--- src/rtl/arl_pkg.sv ---
package arl_pkg;

  localparam int TABLE_DEPTH = 1024;
  localparam int IDX_W       = (TABLE_DEPTH > 1) ? $clog2(TABLE_DEPTH) : 1;
  localparam int CNT_W       = IDX_W + 1;
  localparam int ADDR_W      = 64;
  localparam int TYPE_W      = 8;
  localparam int RIDX_W      = 10;
  localparam int STATUS_W    = 3;

  localparam logic [TYPE_W-1:0] CHAR_UPPER_T = 8'h54;
  localparam logic [TYPE_W-1:0] CHAR_LOWER_T = 8'h74;
  localparam logic [ADDR_W-1:0] ADDR_ALL_ONES = {ADDR_W{1'b1}};
  localparam logic [CNT_W-1:0]  DEPTH_CNT = CNT_W'(TABLE_DEPTH);

  typedef enum logic [STATUS_W-1:0] {
    ST_STORED    = 3'd0,
    ST_SKIPPED   = 3'd1,
    ST_FULL      = 3'd2,
    ST_FOUND     = 3'd3,
    ST_NOT_FOUND = 3'd4
  } status_t;

  typedef enum logic [1:0] {
    S_IDLE,
    S_SCAN,
    S_SCAN_END,
    S_RESULT
  } state_t;

  typedef struct packed {
    logic capture;
    logic rd_en;
    logic result_load;
  } dp_cmd_t;

  typedef struct packed {
    logic start_scan;
    logic scan_last;
    logic out_free;
  } dp_status_t;

  // load or match index as reported on the result port, masked or zero-extended
  function automatic logic [RIDX_W-1:0] to_region_index(input logic [IDX_W-1:0] idx);
    logic [IDX_W+RIDX_W-1:0] wide;
    wide = {{RIDX_W{1'b0}}, idx};
    return wide[RIDX_W-1:0];
  endfunction

endpackage

--- src/rtl/arl_ctrl.sv ---
module arl_ctrl (
  input  logic                clk,
  input  logic                rst_n,
  input  logic                in_valid,
  output logic                in_ready,
  input  arl_pkg::dp_status_t status,
  output arl_pkg::dp_cmd_t    cmd
);
  import arl_pkg::*;

  state_t state_r, state_nxt;
  logic   accept;

  assign accept = in_valid && (state_r == S_IDLE);

  always_comb begin
    state_nxt = state_r;
    case (state_r)
      S_IDLE: begin
        if (accept) begin
          state_nxt = status.start_scan ? S_SCAN : S_RESULT;
        end
      end
      S_SCAN: begin
        if (status.scan_last) begin
          state_nxt = S_SCAN_END;
        end
      end
      S_SCAN_END: begin
        state_nxt = S_RESULT;
      end
      S_RESULT: begin
        if (status.out_free) begin
          state_nxt = S_IDLE;
        end
      end
      default: begin
        state_nxt = S_IDLE;
      end
    endcase
  end

  always_comb begin
    in_ready        = 1'b0;
    cmd.capture     = 1'b0;
    cmd.rd_en       = 1'b0;
    cmd.result_load = 1'b0;
    case (state_r)
      S_IDLE: begin
        in_ready    = 1'b1;
        cmd.capture = in_valid;
      end
      S_SCAN: begin
        cmd.rd_en = 1'b1;
      end
      S_SCAN_END: begin
      end
      S_RESULT: begin
        cmd.result_load = status.out_free;
      end
      default: begin
      end
    endcase
  end

  always_ff @(posedge clk) begin
    if (!rst_n) begin
      state_r <= S_IDLE;
    end else begin
      state_r <= state_nxt;
    end
  end

  a_result_from_result_state: assert property (@(posedge clk) disable iff (!rst_n)
    cmd.result_load |=> state_r == S_IDLE)
    else $error("result load did not return to idle");

  a_scan_end_to_result: assert property (@(posedge clk) disable iff (!rst_n)
    state_r == S_SCAN_END |=> state_r == S_RESULT)
    else $error("scan end not followed by result");

endmodule

--- config.mk ---
export PLATFORM = sky130hd
export DESIGN_NAME = arl_ctrl
export DESIGN_NICKNAME = d
export VERILOG_FILES = /design/src/rtl/arl_pkg.sv /design/src/rtl/arl_ctrl.sv
export SDC_FILE = /design/constraint.sdc
export NUM_CORES = 1
export LEC_CHECK = 0
export BUFFER_PORTS_ARGS = -buffer_cell sky130_fd_sc_hd__buf_2
export CELL_PAD_IN_SITES_DETAIL_PLACEMENT = 1
export CELL_PAD_IN_SITES_GLOBAL_PLACEMENT = 1
export CORE_AREA = 2 2 39 41
export DETAILED_ROUTE_END_ITERATION = 6
export DIE_AREA = 0 0 41 43
export PLACE_DENSITY_LB_ADDON = 0.1
export SYNTH_ARGS = -nofsm -noshare
export SYNTH_HDL_FRONTEND = slang
export SYNTH_SLANG_ARGS = --single-unit
--- constraint.sdc ---
create_clock -name clk -period 1.7 [get_ports clk]
set_input_delay 0.085 -clock clk [delete_from_list [all_inputs] [get_ports clk]]
set_output_delay 0.085 -clock clk [all_outputs]
set_load 0.01 [all_outputs]
==> metrics <==
Total GRT Usage 0.0601; DR vias 185; mean post-synth cell area 8.39 um^2; Final Power 0.000441 W; crit-path max cell delay around 0.38 ns; simple-gate area share of the yosys netlist 0.161; router iterations before antenna repair 4; CP Cell Sequence inv_1 > ha_1 > a222oi_1 > buf_4 > mux2i_1; CTS resizes 0; leading post-synthesis cells by cell area ha_1 31%, dfxtp_1 20%, mux2i_1 9.9%, inv_1 9.3%, and2_1 6.2%; CP endpoint state_r[1]; via density per instance between 3 and 4; CTS Buf Count 3; CP arrival roughly 1.6 ns; slowest stage cell, crit path dfxtp_1; Post-Syn Area 201 um^2; global-route wire length before repair approximately 710 um; post-layout min period 1.41 ns; Hold Path Class in -> reg; vias in the first global route 176; Max VDD drop roughly 280 uV; Ports 10; DR DRC count 0; Port Buffer Count 9; n_diodes 0; Seq/Total Area, Yosys 0.199; Finish-stage setup viols 0; CTS H-tree lvls 1; Placed Instances 49; initial antenna violation count 0; critical path type reg -> reg; reg-to-reg endpoint state_r[1]; setup bufs post-CTS 0; register area 40.0 um^2; routed wire length ~460 um; max FFs per register 2; Non-Filler Instances 52; total of max-cap violations 0; combinational family with the most area after synthesis adder cells; final hold vios 0; area leader, netlist ha_1; fillcell total ~180; post-synth top area share 0.311; Worst Path Buf+Inv 2; net count after synthesis 35; largest net degree at the start of global routing 5; r2r setup slk around 0.29 ns; CP startpoint state_r[1]; Avg WL per Cell between 8 and 9 um; Fin Clk Skew roughly 0.005 ns; Initial Util 0.146; Flop pwr share 0.211; internal power approximately 0.00027 W; Slew Limit Fails 0; multi-input combinational cell area about 140 um^2; Critical Path RT approximately 1.9 ns; Synth Area in Adders 0.311; period utilisation layout 0.831; gr ovfl total 0; TNS Setup 0 ns; post-route ant nets 0; hold_sp rst_n; worst-skew pair later-pin latency between 0.2 and 0.25 ns; Mapped Cells 24; Max Clk Rate approximately 710 MHz; RD Place Congestion 0.669; CP max FO 4; CTS Sinks 2; Worst-path clk slew roughly 0.03 ns; core footprint ~1400 um^2; reg2reg path depth 5; Rows 14; fraction of the mapped netlist area in compound gates 0.0994; HPWL after DPL approximately 360 um; Ys Warns 0; slew margin rel. 0.820; worst slew pin tran roughly 0.27 ns; RSZ-0062 raised after global routing false; Sw Ratio 0.391; pwr/cell area approximately 1500 nW/um^2; Final #Nets 49; Post-Synth XOR/XNOR Area 0; delay-heaviest family, CP flip-flops; post-synthesis mux area share 0.0994; P_sw 0.000172 W; die area 1760 um^2; Setup crit end kind register; CP Launch Type register; Combinational Power Share 0.550; Hold Buf Count CTS 0; Root Buffer clkbuf_4; static leakage ~0.16 nW; Chip Width about 41 um; WP depth 5; Largest Register state_r; Top Registers state_r (2); chip height approximately 43 um; Clk network pwr share 0.238; reg2reg start state_r[1]; run status completed; CTS tree done; area delta synth->final 43.5%; Synth cell types 10; layout cells sized above 1 0.361; FF+latch count, synth 2; DRT iter0 DRCs 2; maximum clock path buffer count 2
-- routing by layer --
metal	GRT usage	wire (um)	vias up
met2	0.0844	200	7
met4	0.0200	0	0
met3	0.0314	32	0
li1	-	-	99
met1	0.0764	225	79
met5	0	0	-
-- through the flow --
| stage | hold WS (ns) | utilization | cell area (um^2) | worst slack (ns) |
|---|---|---|---|---|
| 5_1_grt | 0.162 | 0.209 | 289 | 0.187 |
| 3_3_place_gp | 0.376 | 0.193 | 267 | 0.256 |
| 6_report | 0.155 | 0.209 | 289 | 0.287 |
| 2_1_floorplan | 0.231 | - | 201 | 0.311 |
| 4_1_cts | 0.148 | 0.209 | 289 | 0.269 |
| 3_5_place_dp | 0.376 | 0.193 | 267 | 0.274 |
-- area by class of cell --
type                       count  share of cell area
sequential                     2               0.139
clock buffer                   3              0.0779
tap                           16              0.0693
inverter                       5              0.0649
timing repair buffer          10               0.182
multi-input combinational     16               0.468
-- power groups by stage --
stage | registers, W | clock network, W | logic [W]
2_1_floorplan | 0.0000855 | 0 | 0.000173
3_3_place_gp | 0.0000954 | 0 | 0.000247
3_5_place_dp | 0.0000938 | 0 | 0.000248
4_1_cts | 0.0000950 | 0.000109 | 0.000249
5_1_grt | 0.0000976 | 0.000117 | 0.000273
6_report | 0.0000932 | 0.000105 | 0.000243
-- cell usage after synthesis (all sizes together) --
library cell,instances
mux2i,2
nand2,2
a222oi,1
ha,5
buf,1
dfxtp,2
o21ai,2
inv,5
nor2b,2
and2,2
-- placed cells by master (no fill, tap or decap) --
master,n
ha_1,5
dfxtp_1,2
and2_1,2
nand2_1,2
inv_1,5
buf_2,9
buf_4,1
clkbuf_4,3
nor2b_1,2
o21ai_0,2
a222oi_1,1
mux2i_1,2
-- worst min-delay path by stage --
stage | end | depth (start not counted)
after floorplan | state_r[1] | 2
after global placement | state_r[0] | 3
after detailed placement | state_r[0] | 3
after CTS | state_r[1] | 3
after global routing | state_r[1] | 3
final | state_r[1] | 3
-- worst register-to-register path, cell delays in order (launching register included) --
cell and delay [ns]:
dfxtp_1 0.38, inv_1 0.10, ha_1 0.20, a222oi_1 0.31, buf_4 0.18, mux2i_1 0.17
-- cells by family (layout without fill, tap and decap cells) --
logic type | after synthesis | count (layout)
AOI/OAI and AO/OA | 3 | 3
adders and majority gates | 5 | 5
buffers and inverters | 6 | 18
DFF | 2 | 2
muxes | 2 | 2
and+or+nand+nor | 6 | 6
Note: power is estimated with default switching activity, not from simulation.
